## src/sacl_ram.sv

```systemverilog
// simple dual-port synchronous ram with registered read data
`timescale 1ns / 1ps

module sacl_ram #(
  parameter int unsigned WIDTH = 8,
  parameter int unsigned DEPTH = 16
) (
  input  logic                     clk_i,
  input  logic                     we_i,
  input  logic [$clog2(DEPTH)-1:0] waddr_i,
  input  logic [WIDTH-1:0]         wdata_i,
  input  logic                     re_i,
  input  logic [$clog2(DEPTH)-1:0] raddr_i,
  output logic [WIDTH-1:0]         rdata_o
);

  logic [WIDTH-1:0] mem [DEPTH];
  logic [WIDTH-1:0] rdata_q;

  always_ff @(posedge clk_i) begin
    if (we_i) begin
      mem[waddr_i] <= wdata_i;
    end
  end

  always_ff @(posedge clk_i) begin
    if (re_i) begin
      rdata_q <= mem[raddr_i];
    end
  end

  assign rdata_o = rdata_q;

endmodule

```

## config.mk

```make
export PLATFORM = sky130hd
export DESIGN_NAME = sacl_ram
export DESIGN_NICKNAME = d
export VERILOG_FILES = /design/src/sacl_ram.sv
export SDC_FILE = /design/constraint.sdc
export NUM_CORES = 1
export LEC_CHECK = 0
export BUFFER_PORTS_ARGS = -buffer_cell sky130_fd_sc_hd__buf_4
export CELL_PAD_IN_SITES_DETAIL_PLACEMENT = 1
export CELL_PAD_IN_SITES_GLOBAL_PLACEMENT = 1
export CORE_ASPECT_RATIO = 0.7
export CORE_UTILIZATION = 48
export CTS_CLUSTER_SIZE = 20
export DETAILED_ROUTE_END_ITERATION = 10
export GPL_ROUTABILITY_DRIVEN = 0
export PLACE_DENSITY_LB_ADDON = 0.12
export SYNTH_ARGS = -nofsm -noshare
export SYNTH_HDL_FRONTEND = slang
export SYNTH_SLANG_ARGS = --single-unit
```

## constraint.sdc

```tcl
create_clock -name clk_i -period 1.56 [get_ports clk_i]
set_input_delay 0.078 -clock clk_i [delete_from_list [all_inputs] [get_ports clk_i]]
set_output_delay 0.078 -clock clk_i [all_outputs]
set_load 0.005 [all_outputs]
```

==> results of run 1 <==
## logic make-up (layout without fill, tap and decap cells)
family	Yosys count	in the layout	synth area share, %
flops	136	136	78.1
simple gates	35	35	3.14
mux	32	32	14.8
compound gates	16	16	2.30
buf+inv	10	90	1.65
## worst max-delay path: stages, from the launching register on
cell	delay, ns
edfxtp_1	0.36
mux4_1	0.51
a22oi_1	0.24
nand2_1	0.10
## flip-flops by register name (all words and copies together) (netlist names)
name and cells:
mem 128, rdata_o 8
## routing by layer
metal  global-route usage (%)  vias up
met5                        0        -
met4                     8.33        0
met3                     5.27       10
met2                     31.7       88
met1                     31.5     1315
li1                         -     1116
## cell type report
type	instances	area (µm²)	area share [%]
repair buffers	59	513	7.94
multi-input cells	83	1060	16.5
well taps	132	165	2.56
clock buffers	18	429	6.65
clock inverters	13	204	3.16
flip-flops and latches	136	4080	63.2
## report_power, final
part | leakage, nW | switching (mW) | internal, mW
combinational | 0.678 | 0.225 | 0.213
clock | 0.299 | 1.44 | 2.82
sequential | 1.24 | 0.0263 | 4.12
total | 2.21 | 1.70 | 7.15
## stage by stage
stage | setup WS, ns | area (µm²) | utilization [%] | instances
after floorplan | 0.200 | 5230 | - | 229
after global placement | -0.0699 | 5740 | 54.9 | 402
after detailed placement | -0.0840 | 5740 | 54.9 | 402
after CTS | 0.0666 | 6460 | 61.7 | 441
after global routing | 0.00335 | 6460 | 61.7 | 441
final | 0.0892 | 6460 | 61.7 | 441
## how the worst min path moves through the flow
stage | from | end | slack, ns
global route | wdata_i[2] | mem[1][2] | 0.02
CTS | wdata_i[2] | mem[1][2] | 0.006
detailed placement | re_i | rdata_o[3] | 0.40
floorplan | wdata_i[0] | mem[0][0] | 0.18
global placement | wdata_i[6] | mem[6][6] | 0.40
finish | wdata_i[2] | mem[2][2] | 0.004
## layout by cell type (no fill, tap or decap), types with 2 or more instances in the layout
cell           synthesis  routed
clkinvlp_4             0       3
buf_12                 0       4
nand3b_1               2       2
nor3_1                 4       3
mux4_1                14      14
nor2_1                13      13
a22oi_1               16      16
clkinv_4               0       2
nand2_1                9       9
dlygate4sd3_1          0       8
mux4_2                18      18
buf_4                  1      47
edfxtp_1             136     136
clkinv_2               0       2
clkbuf_16              0      17
bufinv_16              0       5
nand2b_1               2       2
## what timing repair did
item,4_1_cts,5_1_grt
buffers inserted,0,0
endpoints found under the hold margin,107,0
hold buffers,8,0
==> results.yml, run 1 <==
cts:
  cts_tree: "built"
  cts_buffers: 17
  cts_root_buffer: "clkbuf_16"
  cts_sinks: 136
  cts_resized: 0
  htreeDepth: 4
  clkTransAtPathRegs_ns: 0.06
  cts_max_path_buffers: 2
  insertion_delay_ns: 0.41
power_and_ir_drop:
  vdd.ir_drop.worst_v: 0.000751
  power_density_nw_per_um2: 1370
  leakage_nw: 2.21
  power_mw: 8.84
timing:
  rsz0062_at_grt: "no"
  tightest_slew_ns: 0.395
  period_minus_slack_ns: 1.47
  period_share_pct: 94.3
  timing_hold_violations_final: 0
  setup_viol: 0
  timing.hold.ws_ns: 0.00434
  fmax_mhz: 680
  clock_skew_ns: 0.00544
  report.final.slew_viol_count: 0
  slew_headroom_pct: 73.7
  fin_tns_setup_ns: 0
yosys:
  ys_warn_count: 0
  synth-seq-cells: 136
  syn_nets: 248
  syn_avg_cell_area_um2: 22.8
  syn_area_um2: 5230
  synth.top_cells.by_count: "edfxtp_1, mux4_2, a22oi_1"
  synth_cell_types: 18
  yosysTopAreaCellShare_pct: 78.1
  netlist_instances: 229
  seq_area_frac_synth_pct: 78.1
  async_flop_share_pct: 0
  synth_top_area_cell: "edfxtp_1"
  yosysMostFrequentCell: "edfxtp_1"
  synth_area_leaders: "edfxtp_1, mux4_2, mux4_1"
  synth_ff_type: "edfxtp_1"
  synth_edf_count: 136
global_route:
  grt_pass1_vias: 2553
  grt_max_degree: 24
  grt_pass1_wl_um: 16200
  grt_usage_pct: 21.5
  antenna_found_initial: 0
  grt_overflow: 0
detailed_routing:
  drt_first_pass_iters: 5
  wl_met1_um: 5180
  wl_met3_um: 762
  wl_per_cell_um: 24.9
  wl_met2_um: 4920
  vias_per_cell: 5.73
  drc: 0
  drt-initial-drc-count: 210
  ant_nets: 0
  topRoutingLayerUsed: "met4"
  num_vias: 2529
  wl_um: 11000
worst_setup_path:
  r2r-start: "mem[10][5]"
  cp-end-kind: "flop"
  reg2reg_setup_slack_ns: 0.09
  worst_ep_required_time_ns: 1.70
  r2r-end: "rdata_o[5]"
  worstSetupPathType: "flop to flop"
  cp_data_arrival_time_ns: 1.61
  r2r_cells: 3
  path_max_fanout: 1
  start_kind: "flop"
  crit_path_end: "rdata_o[5]"
  startpoint: "mem[10][5]"
run:
  drv_cap: 0
cells_and_area:
  fillCellCount: 883
  nNetsFinal: 316
  areaGrowthSynthToFinish_pct: 23.5
  diodes: 0
  layout-drive-gt1-share_pct: 32.4
placed_design:
  post-dp-hpwl_um: 7130
  portBuffers: 26
floorplanning:
  die_y_um: 89.3
  fp.dieArea_um2: 11300
  chipWidth_um: 127
  coreArea_um2: 10500
  start_util_pct: 49.9
  rows: 31
  io_pins: 27
status:
  status: "complete, no violations"
worst_hold_path:
  holdPathStages: 1
  holdCritPathClass: "input port to flop"
No activity file was read; power rests on OpenSTA's default activity.
==> run 2: changes to the inputs <==
Settings changed: CORE_UTILIZATION 48 to 53.
Clock period 1.56 ns to 1.68 ns, I/O delays scaled along.
==> results.yml, run 2 (synthesis results as in run 1) <==
floorplanning:
  coreArea_um2: 9330
  start_util_pct: 56.1
  fp.dieArea_um2: 10300
  io_pins: 27
  rows: 29
  die_y_um: 85.1
  chipWidth_um: 121
timing:
  tightest_slew_ns: 0.485
  setup_ws_ns: 0.124
  timing_hold_violations_final: 0
  clock_skew_ns: 0.00560
  report.final.slew_viol_count: 0
  slew_headroom_pct: 67.7
  rsz0062_at_grt: "no"
  period_minus_slack_ns: 1.56
  fin_tns_setup_ns: 0
  fmax_mhz: 643
  setup_viol: 0
  period_share_pct: 92.6
detailed_routing:
  wl_per_cell_um: 28.1
  drt-initial-drc-count: 232
  wl_um: 12200
  ant_nets: 0
  drt_first_pass_iters: 5
  num_vias: 2622
  vias_per_cell: 6.04
  drc: 0
global_route:
  grt_max_degree: 19
  antenna_found_initial: 1
  grt_overflow: 0
  grt_pass1_wl_um: 18400
  grt_pass1_vias: 2893
  grt_usage_pct: 26.9
cells_and_area:
  final_cell_area_um2: 6460
  mostFrequentLayoutCells: "edfxtp_1, buf_4, mux4_2"
  top_register: "mem"
  diodes: 0
  largest_register_ffs: 128
  layout-drive-gt1-share_pct: 31.6
  areaGrowthSynthToFinish_pct: 23.5
  mostFrequentLayoutCell: "edfxtp_1"
  nNetsFinal: 316
placed_design:
  pre_cts_slack_ns: 0.0306
  placedInstanceArea_um2: 5720
  post-dp-hpwl_um: 7590
  portBuffers: 26
power_and_ir_drop:
  p_seq_share_pct: 45.7
  p_sw_mw: 1.64
  leakage_nw: 2.22
  p_clk_share_pct: 49.5
  power.internal_mw: 6.79
  vdd.ir_drop.worst_v: 0.000794
  power_density_nw_per_um2: 1310
  swShare_pct: 19.5
  combPwrFrac_pct: 4.8
cts:
  cts_sinks: 136
  postCtsSetupRepairBufs: 0
  cts_root_buffer: "clkbuf_16"
  cts_max_path_buffers: 2
  cts_buffers: 17
  clkTransAtPathRegs_ns: 0.06
  cts_tree: "built"
  insertion_delay_ns: 0.42
  htreeDepth: 4
status:
  status: "complete, no violations"
worst_setup_path:
  start_kind: "flop"
  r2r-start: "mem[2][0]"
  reg2reg_setup_slack_ns: 0.12
  worstSetupPathType: "flop to flop"
  r2r_cells: 3
  cp_data_arrival_time_ns: 1.72
  r2r-end: "rdata_o[0]"
  path_max_fanout: 1
  cp-end-kind: "flop"
  worst_ep_required_time_ns: 1.84
worst_hold_path:
  holdCritPathClass: "input port to flop"
  holdPathStages: 1
  hp-start: "wdata_i[7]"
  hold_path_end: "mem[3][7]"
run:
  drv_cap: 0
## run 2: area by class of cell
cell class / instances / area (µm²)
multi-input cells: 83 / 1060
well taps: 124 / 155
clock inverters: 13 / 226
flip-flops and latches: 136 / 4080
fillers: 708 / 2870
repair buffers: 59 / 500
clock buffers: 19 / 433
## run 2: power by group through the flow
stage | Clock [mW] | Sequential [mW] | Combinational [mW]
after floorplan | 0 | 3.91 | 0.193
after global placement | 0 | 3.92 | 0.375
after detailed placement | 0 | 3.92 | 0.392
after CTS | 4.23 | 3.85 | 0.414
after global routing | 4.34 | 3.86 | 0.440
final | 4.17 | 3.85 | 0.409
## run 2: how the worst max path moves through the flow
stage / cells past startpoint / slack (ns) / endpoint / start
floorplan: 2 / 0.10 / mem[0][0] / waddr_i[2]
global placement: 5 / 0.09 / rdata_o[2] / raddr_i[0]
detailed placement: 5 / 0.03 / rdata_o[0] / raddr_i[0]
CTS: 3 / 0.14 / rdata_o[1] / mem[10][1]
global route: 3 / 0.08 / rdata_o[0] / mem[0][0]
finish: 3 / 0.12 / rdata_o[0] / mem[2][0]
## run 2: per-layer routing
layer | vias to the layer above | wire length, µm | track usage (%)
met3 | 18 | 732 | 6.85
met2 | 104 | 6010 | 41.4
met1 | 1377 | 5250 | 37.2
met5 | - | 13 | 0
li1 | 1121 | - | -
met4 | 2 | 182 | 11.3
## run 2: metrics by stage
step / cells / power, mW / hold slack (ns) / util (%)
after floorplan: 229 / 4.10 / 0.183 / -
after global placement: 394 / 4.29 / 0.396 / 61.3
after detailed placement: 394 / 4.31 / 0.408 / 61.3
after CTS: 434 / 8.50 / 0.00736 / 69.2
after global routing: 434 / 8.64 / 0.0238 / 69.2
final: 434 / 8.44 / 0.0145 / 69.2
## run 2: repair_timing
item                      in CTS  in global routing
hold buffers                   8                  0
gates resized for setup        0                  0
hold endpoints to repair     120                  0
## run 2: worst max-delay path, stage by stage (launching register included)
cell      delay [ns]
edfxtp_1        0.37
mux4_1          0.51
a22oi_1         0.32
nand2_1         0.10
