`src/sacl_pkg.sv`:
```
// shared types, constants and helpers for the set-associative tag lookup
`timescale 1ns / 1ps

package sacl_pkg;

  localparam int unsigned WAYS     = 4;
  localparam int unsigned WAY_W    = 2;
  localparam int unsigned SETS     = 1024;
  localparam int unsigned SET_W    = 10;
  localparam int unsigned ADDR_W   = 32;
  localparam int unsigned TAG_W    = 32;
  localparam int unsigned CNT_W    = 32;
  localparam int unsigned SHIFT_W  = 5;
  localparam int unsigned CFG_IDX_W = 2;
  localparam int unsigned CFG_DAT_W = 4;

  typedef enum logic [CFG_IDX_W-1:0] {
    CFG_INDEX_BITS  = 2'd0,
    CFG_OFFSET_BITS = 2'd1,
    CFG_REPLACE_LRU = 2'd2
  } cfg_reg_e;

  typedef enum logic [1:0] {
    ST_CLEAR,
    ST_IDLE,
    ST_LOOKUP
  } state_e;

  // rank 0 is most recently used
  typedef struct packed {
    logic [WAYS-1:0][WAY_W-1:0] rank;
    logic [WAYS-1:0]            valid;
  } meta_t;

  typedef logic [WAYS-1:0][TAG_W-1:0] tag_row_t;

  typedef struct packed {
    logic             hit;
    logic [WAY_W-1:0] way;
    meta_t            meta;
    tag_row_t         tag_row;
  } lookup_t;

  function automatic meta_t meta_reset();
    meta_t m;
    m.valid = '0;
    for (int w = 0; w < WAYS; w++) begin
      m.rank[w] = WAY_W'(w);
    end
    return m;
  endfunction

endpackage

```
`src/sacl_lru_logic.sv`:
```
// tag compare, victim choice and recency update for one set row
`timescale 1ns / 1ps

module sacl_lru_logic (
  input  logic [sacl_pkg::TAG_W-1:0] tag_i,
  input  sacl_pkg::tag_row_t         tag_row_i,
  input  sacl_pkg::meta_t            meta_i,
  input  logic                       replace_lru_i,
  output sacl_pkg::lookup_t          res_o
);
  import sacl_pkg::*;

  logic [WAYS-1:0]  match;
  logic             hit;
  logic [WAY_W-1:0] hit_way;
  logic [WAY_W-1:0] victim;
  logic [WAY_W-1:0] way;

  always_comb begin
    logic found;
    hit     = 1'b0;
    hit_way = '0;
    found   = 1'b0;
    for (int w = 0; w < WAYS; w++) begin
      match[w] = meta_i.valid[w] && (tag_row_i[w] == tag_i);
      if (match[w] && !found) begin
        found   = 1'b1;
        hit_way = WAY_W'(w);
      end
    end
    hit = found;
  end

  // in lru mode invalid ways first, lowest index; then oldest rank; otherwise way 0
  always_comb begin
    logic             found;
    logic [WAY_W-1:0] best;
    logic [WAY_W-1:0] lru_way;
    logic [WAY_W-1:0] inv_way;
    found   = 1'b0;
    inv_way = '0;
    for (int w = 0; w < WAYS; w++) begin
      if (!meta_i.valid[w] && !found) begin
        found   = 1'b1;
        inv_way = WAY_W'(w);
      end
    end
    best    = meta_i.rank[0];
    lru_way = '0;
    for (int w = 1; w < WAYS; w++) begin
      if (meta_i.rank[w] > best) begin
        best    = meta_i.rank[w];
        lru_way = WAY_W'(w);
      end
    end
    if (!replace_lru_i) begin
      victim = '0;
    end else if (found) begin
      victim = inv_way;
    end else begin
      victim = lru_way;
    end
  end

  assign way = hit ? hit_way : victim;

  always_comb begin
    logic [WAY_W-1:0] old;
    old          = meta_i.rank[way];
    res_o.hit    = hit;
    res_o.way    = way;
    res_o.meta   = meta_i;
    res_o.tag_row = tag_row_i;
    for (int w = 0; w < WAYS; w++) begin
      if (meta_i.rank[w] < old) begin
        res_o.meta.rank[w] = meta_i.rank[w] + WAY_W'(1);
      end
    end
    res_o.meta.rank[way] = '0;
    if (!hit) begin
      res_o.meta.valid[way] = 1'b1;
      res_o.tag_row[way]    = tag_i;
    end
  end

endmodule

```
`config.mk`:
```
export PLATFORM = sky130hd
export DESIGN_NAME = sacl_lru_logic
export DESIGN_NICKNAME = d
export VERILOG_FILES = /design/src/sacl_pkg.sv /design/src/sacl_lru_logic.sv
export SDC_FILE = /design/constraint.sdc
export NUM_CORES = 1
export LEC_CHECK = 0
export BUFFER_PORTS_ARGS = -buffer_cell sky130_fd_sc_hd__buf_2
export CORE_MARGIN = 8
export CORE_UTILIZATION = 40
export DETAILED_ROUTE_END_ITERATION = 10
export PLACE_DENSITY = 0.89
export SYNTH_ARGS = -nofsm -noshare
export SYNTH_HDL_FRONTEND = slang
export SYNTH_SLANG_ARGS = --single-unit
export TNS_END_PERCENT = 100
```
`constraint.sdc`:
```
create_clock -name vclk -period 6.4
set_clock_uncertainty 0.05 [all_clocks]
set_input_delay 1.28 -clock vclk [all_inputs]
set_output_delay 1.28 -clock vclk [all_outputs]
set_load 0.03 [all_outputs]
```
==> results of run 1 <==
repair_timing:
| action | CTS | global route |
|---|---|---|
| pin swaps | 18 | 14 |
| endpoints found under the setup margin | 8 | 8 |
| gates resized for setup | 35 | 16 |
| hold buffers | 0 | 0 |
| buffers inserted | 6 | 1 |
how the worst max path moves through the flow:
| stage | from | to | slack [ns] | depth (start not counted) |
|---|---|---|---|---|
| final | meta_i[5] | res_o[133] | 0.007 | 25 |
| after global routing | meta_i[5] | res_o[133] | -0.16 | 25 |
| after CTS | meta_i[5] | res_o[137] | -0.006 | 25 |
| after detailed placement | meta_i[5] | res_o[137] | -0.28 | 24 |
| after global placement | meta_i[5] | res_o[137] | -0.12 | 24 |
| after floorplan | meta_i[5] | res_o[135] | -0.05 | 24 |
worst max-delay path, cell delays in order:
cell and delay [ns]:
sky130_fd_sc_hd__buf_8 0.08, sky130_fd_sc_hd__inv_6 0.03, sky130_fd_sc_hd__ha_4 0.27, sky130_fd_sc_hd__nand2b_4 0.13, sky130_fd_sc_hd__o21ai_4 0.06, sky130_fd_sc_hd__nor2_2 0.09, sky130_fd_sc_hd__a21oi_2 0.05, sky130_fd_sc_hd__ha_1 0.27
sky130_fd_sc_hd__inv_1 0.04, sky130_fd_sc_hd__o22ai_2 0.21, sky130_fd_sc_hd__nand2_1 0.07, sky130_fd_sc_hd__o21ai_1 0.09, sky130_fd_sc_hd__ha_1 0.24, sky130_fd_sc_hd__nand2_1 0.07, sky130_fd_sc_hd__o21ai_2 0.06, sky130_fd_sc_hd__nand2_1 0.08
sky130_fd_sc_hd__o2111ai_2 0.10, sky130_fd_sc_hd__a211o_1 0.35, sky130_fd_sc_hd__nand2_8 0.10, sky130_fd_sc_hd__mux2_4 0.37, sky130_fd_sc_hd__ha_4 0.26, sky130_fd_sc_hd__or3_4 0.34, sky130_fd_sc_hd__xnor2_2 0.14, sky130_fd_sc_hd__nor2_2 0.12
sky130_fd_sc_hd__buf_6 0.14
power groups by stage:
stage	clock network (mW)	logic, mW	registers (mW)
global placement	0	0.647	0
finish	0.0000000419	0.696	0
detailed placement	0	0.656	0
CTS	0	0.688	0
floorplan	0	0.438	0
global route	0.0000000418	0.733	0
metal layers:
metal | wire [µm] | share of wire, % | global-route usage [%]
met5 | 0 | 0 | 0
met4 | 847 | 3.7 | 10.3
met3 | 2050 | 9.1 | 5.06
met2 | 11400 | 50 | 50.4
met1 | 8300 | 37 | 32.4
final cells by class:
type | instances | area (µm²)
well taps | 143 | 179
inverters | 12 | 52.6
fillers | 1014 | 4740
diodes | 2 | 5.00
repair buffers | 350 | 1930
multi-input cells | 442 | 4320
cell families (layout without fill, tap and decap cells):
logic type / count (synthesis) / in the layout / synth area share [%]
compound gates: 27 / 27 / 4.11
other cells: 0 / 2 / 0
xor+xnor: 132 / 132 / 25.5
simple gates: 142 / 142 / 20.7
buf+inv: 59 / 362 / 9.52
mux: 129 / 129 / 36.8
fa+ha+maj: 12 / 12 / 3.31
synth_stat cells (3+ instances only):
master / number
sky130_fd_sc_hd__or3_1: 4
sky130_fd_sc_hd__nand2b_1: 6
sky130_fd_sc_hd__nor4_1: 28
sky130_fd_sc_hd__nand2_1: 16
sky130_fd_sc_hd__mux2_4: 58
sky130_fd_sc_hd__nor2_1: 9
sky130_fd_sc_hd__buf_2: 24
sky130_fd_sc_hd__nor4_2: 3
sky130_fd_sc_hd__buf_4: 12
sky130_fd_sc_hd__buf_12: 6
sky130_fd_sc_hd__nand3_1: 10
sky130_fd_sc_hd__mux2_2: 71
sky130_fd_sc_hd__nand2_8: 3
sky130_fd_sc_hd__xnor2_1: 70
sky130_fd_sc_hd__inv_1: 12
sky130_fd_sc_hd__a21oi_1: 7
sky130_fd_sc_hd__nor3_1: 6
sky130_fd_sc_hd__nand4b_1: 4
sky130_fd_sc_hd__buf_6: 5
sky130_fd_sc_hd__nor2b_1: 3
sky130_fd_sc_hd__nand4_1: 31
sky130_fd_sc_hd__ha_1: 12
sky130_fd_sc_hd__xor2_1: 62
sky130_fd_sc_hd__o21ai_0: 7
layout by cell type, fill, tap and decap left out, types with 3 or more instances in the layout:
cell type / instances
sky130_fd_sc_hd__buf_2: 306
sky130_fd_sc_hd__mux2_2: 70
sky130_fd_sc_hd__xnor2_1: 68
sky130_fd_sc_hd__xor2_1: 62
sky130_fd_sc_hd__mux2_4: 59
sky130_fd_sc_hd__buf_4: 35
sky130_fd_sc_hd__nand4_1: 31
sky130_fd_sc_hd__nor4_1: 28
sky130_fd_sc_hd__nand2_1: 16
sky130_fd_sc_hd__nand3_1: 10
sky130_fd_sc_hd__inv_1: 9
sky130_fd_sc_hd__nor3_1: 6
sky130_fd_sc_hd__ha_4: 6
sky130_fd_sc_hd__a21oi_1: 5
sky130_fd_sc_hd__nand2b_1: 5
sky130_fd_sc_hd__ha_1: 5
sky130_fd_sc_hd__buf_6: 5
sky130_fd_sc_hd__nand4b_1: 4
sky130_fd_sc_hd__nor2_2: 4
sky130_fd_sc_hd__o21ai_0: 3
sky130_fd_sc_hd__nor2_1: 3
sky130_fd_sc_hd__nor2b_1: 3
sky130_fd_sc_hd__nor4_2: 3
sky130_fd_sc_hd__nand2_8: 3
sky130_fd_sc_hd__a21oi_2: 3
sky130_fd_sc_hd__or3_4: 3
sky130_fd_sc_hd__buf_12: 3
metrics by stage:
step,area (µm²),setup WS (ns),instances
after floorplan,4600,-0.0477,501
final,6480,0.00733,949
after global routing,6480,-0.163,949
after detailed placement,6210,-0.285,940
after CTS,6430,-0.00553,946
after global placement,6210,-0.123,940
==> impl_metrics.tcl, run 1 <==
set metrics [dict create \
    power.switching_fraction_pct 59.8 \
    grt_max_degree 34 \
    synth_seq_area_share_pct 0 \
    final.min_clock_period_ns 6.39 \
    grt_pass1_vias 5625 \
    startpoint_type "primary input" \
    grt_antenna_before_repair 2 \
    seq_power_share_pct 0 \
    slew-limit-headroom_pct 62.4 \
    track_usage_pct 28.0 \
    num-clock-buffers 0 \
    worstPathArrival_ns 5.06 \
    place.port_buffers 316 \
    design.seq.count 0 \
    die_y_um 122 \
    io-pin-count 316 \
    power.internal_uw 280 \
    outcome "finished, final reports clean" \
    worstPathMaxFanout 4 \
    first_pass_iters 5 \
    dp.final_hpwl_um 19500 \
    min_delay_path_depth 3 \
    fin_nets 991 \
    drt_first_iter_violations 325 \
    routedWlPerCell_um 23.8 \
    start_util_pct 40.4 \
    design.die.area_um2 15000 \
    vias_per_cell 5.57 \
    max-vdd-ir-drop_uv 79.9 \
    setup-tns-final_ns 0 \
    postRouteAntennaNets 0 \
    synth_cell_type_count 50 \
    globalRouteOverflowTotal 0 \
    power_leakage_nw 3.14 \
    min_period_over_period_pct 99.9 \
    p_per_area_nw_per_um2 107 \
    post-route-drc-count 0 \
    postRouteWirelength_um 22600 \
    grt_setup_unrepaired "true" \
    worst_hold_startpoint "tag_row_i[55]" \
    critical_path_class "primary input to primary output" \
    route.vias.total 5283 \
    synth.net_count 686 \
    hold_ws_ns 2.92 \
    seqCellArea_um2 0 \
    die_boundary_width_um 122 \
    syn_avg_cell_area_um2 9.05 \
    core-area_um2 11200 \
    tightest_slew_ns 0.559 \
    setup_viol 0 \
    cap_viol_max_count 0 \
    post_route_cells_drive_above_1_share_pct 66.0 \
    achievable_clock_frequency_mhz 156 \
    total_power_uw 696 \
    pwr-share-comb_pct 100.0 \
    area.growth.synth_to_final_pct 43.0 \
    timing.hold.worst.class "primary input to primary output" \
    power_frac_clock_pct 0 \
    grt_first_pass_wirelength_um 32400 \
    final_hold_vio_count 0 \
    syn_area_um2 4530 \
    timing_max_transition_violations_final 0 \
    required_ns 5.07 \
    postLayoutCoreUtil_pct 57.7 \
    worst_hold_path.endpoint "res_o[55]" \
    yosys_warnings 0 \
    gpl.final_weighted_congestion 0.869 \
    netSwitchingPower_uw 417 \
    crit_path_end_kind "primary output" \
    cell_types_with_the_largest_area_share_after_synthesis "sky130_fd_sc_hd__mux2_4, sky130_fd_sc_hd__mux2_2, sky130_fd_sc_hd__xnor2_1" \
    floorplan.rows 39 \
    synth.top_cell.area_share_pct 19.2 \
    synth_top_area_cell "sky130_fd_sc_hd__mux2_4" \
    synthCells 501 \
]
No activity file was read; power rests on OpenSTA's default activity.
==> run 2, diff against run 1 <==
- ABC_AREA: default -> 1
- CORE_AREA: default -> 8 8 116 118
- CORE_MARGIN: 8 -> default
- CORE_UTILIZATION: 40 -> default
- DIE_AREA: default -> 0 0 124 126
- PLACE_DENSITY: 0.89 -> 0.84
==> impl_metrics.tcl, run 2 <==
set metrics [dict create \
    grt_pass1_vias 6270 \
    synth_seq_area_share_pct 0 \
    routedWlPerCell_um 18.1 \
    num-fill-cells 1286 \
    postPlaceCellArea_um2 5820 \
    postRouteAntennaNets 0 \
    start_util_pct 35.6 \
    synth_most_common_cell "sky130_fd_sc_hd__nand2_1" \
    post-route-drc-count 0 \
    layout_common_cells "sky130_fd_sc_hd__nand2_1, sky130_fd_sc_hd__buf_2, sky130_fd_sc_hd__o21ai_1" \
    grt_first_pass_wirelength_um 35300 \
    synth_top_area_cell "sky130_fd_sc_hd__nand2_1" \
    cts-hold-fix-buffers 0 \
    final_hold_vio_count 0 \
    drt_first_iter_violations 543 \
    cp_num_buf_inv 5 \
    design.seq.count 0 \
    gpl.final_weighted_congestion 0.966 \
    syn_avg_cell_area_um2 4.67 \
    crit_path_end_kind "primary output" \
    achievable_clock_frequency_mhz 160 \
    place.port_buffers 316 \
    area.growth.synth_to_final_pct 45.1 \
    route.vias.total 6899 \
    num-clock-buffers 0 \
    core-area_um2 11700 \
    yosys_warnings 0 \
    setup_viol 0 \
    die_boundary_width_um 124 \
    timing.hold.worst.class "primary input to primary output" \
    worstPathMaxFanout 5 \
    dp.final_hpwl_um 20200 \
    outcome "finished, final reports clean" \
    cell_types_with_the_largest_area_share_after_synthesis "sky130_fd_sc_hd__nand2_1, sky130_fd_sc_hd__o21ai_1, sky130_fd_sc_hd__inv_1" \
    min_period_over_period_pct 97.9 \
    fin_nets 1380 \
    slew-limit-headroom_pct 48.4 \
    design.die.area_um2 15600 \
    final_common_cell "sky130_fd_sc_hd__nand2_1" \
    track_usage_pct 28.8 \
    vias_per_cell 5.14 \
    die_y_um 126 \
    post_route_cells_drive_above_1_share_pct 34.0 \
    synth_top_cells_by_count "sky130_fd_sc_hd__nand2_1, sky130_fd_sc_hd__inv_1, sky130_fd_sc_hd__o21ai_1, sky130_fd_sc_hd__nor2_1, sky130_fd_sc_hd__o21ai_0" \
    cp_slowest_cell "sky130_fd_sc_hd__ha_1" \
    final.min_clock_period_ns 6.27 \
    tightest_slew_ns 0.775 \
    synthCells 893 \
    power_leakage_nw 3.73 \
    synth.top_cell.area_share_pct 33.2 \
    worstPathArrival_ns 4.94 \
    synth.net_count 1078 \
    first_pass_iters 7 \
    postLayoutCoreUtil_pct 51.7 \
    grt_setup_unrepaired "true" \
    globalRouteOverflowTotal 0 \
    critical_path_class "primary input to primary output" \
    max-vdd-ir-drop_uv 63.8 \
    io-pin-count 316 \
    finalInstanceArea_um2 6060 \
    floorplan.rows 40 \
    synth_cell_type_count 34 \
    cap_viol_max_count 0 \
    required_ns 5.07 \
    timing_max_transition_violations_final 0 \
    grt_antenna_before_repair 2 \
    postRouteWirelength_um 24300 \
    worst_path_most_repeated_cell "sky130_fd_sc_hd__nand2_1" \
    seqCellArea_um2 0 \
    p_per_area_nw_per_um2 106 \
    startpoint_type "primary input" \
    max_stage_delay_ns 0.32 \
    critPathTopFamily "simple AND/OR/NAND/NOR gates" \
    setup-tns-final_ns 0 \
    fin_ws_ns 0.132 \
    preCtsSetupSlack_ns -0.0963 \
    syn_area_um2 4170 \
    grt_max_degree 68 \
]
## run 2: cell types whose count changed in the layout (fill, tap and decap cells not counted), sizes merged, moves of 5 or more
| cell | before | now |
|---|---|---|
| nand2 | 19 | 374 |
| o21ai | 7 | 169 |
| mux2 | 129 | 0 |
| inv | 12 | 119 |
| nor2 | 9 | 88 |
| xor2 | 62 | 14 |
| xnor2 | 70 | 23 |
| nor4 | 31 | 0 |
| nand4 | 31 | 4 |
| buf | 350 | 339 |
| nand3 | 12 | 21 |
| or2 | 1 | 7 |
| nand2b | 6 | 1 |
| nor3 | 8 | 3 |
## run 2: path summary, 6_finish.rpt
path           from    endpoint  cells after the start
max       meta_i[4]  res_o[137]                     29
min   tag_row_i[41]   res_o[41]                      4
## run 2: worst min-delay path: stages
cell and delay, ns:
sky130_fd_sc_hd__buf_2 0.10, sky130_fd_sc_hd__nand2_1 0.05, sky130_fd_sc_hd__o21ai_1 0.05, sky130_fd_sc_hd__buf_2 0.17
## run 2: per-layer routing
metal / wire, µm / vias to the layer above / track usage, %
met2: 11400 / 394 / 48.5
met3: 2430 / 42 / 4.92
met5: 15 / - / 0
li1: - / 3387 / -
met4: 639 / 2 / 6.58
met1: 9790 / 3074 / 37.1
## run 2: final cells by class
cell class	count	area, µm²	area share (%)
well taps	147	184	3.04
inverters	119	457	7.54
diodes	1	2.50	0.0413
repair buffers	339	1810	30.0
multi-input cells	735	3600	59.4
## run 2: kinds of logic after synthesis
group / share of synthesized area [%]
AOI/OAI and AO/OA: 23.5
buffers and inverters: 17.4
adders and majority gates: 3.60
and+or+nand+nor: 47.7
xor gates and xnor gates: 7.76
## run 2: per-stage QoR
| step | total power [mW] | hold slack [ns] | std cells |
|---|---|---|---|
| after CTS | 0.612 | 2.89 | 1336 |
| final | 0.644 | 2.89 | 1341 |
| after global placement | 0.604 | 2.89 | 1336 |
| after detailed placement | 0.607 | 2.89 | 1336 |
| after floorplan | 0.383 | 2.68 | 893 |
| after global routing | 0.694 | 2.90 | 1341 |
## run 2: power by group
| group | internal (mW) | switching (mW) |
|---|---|---|
| registers | 0 | 0 |
| logic | 0.208 | 0.436 |
| clock network | 0.0000000210 | 0 |
## run 2: repair_timing
action | CTS | global route
gates resized for setup | 4 | 52
endpoints found under the setup margin | 8 | 78
pin swaps | 0 | 27
buffers inserted | 0 | 5
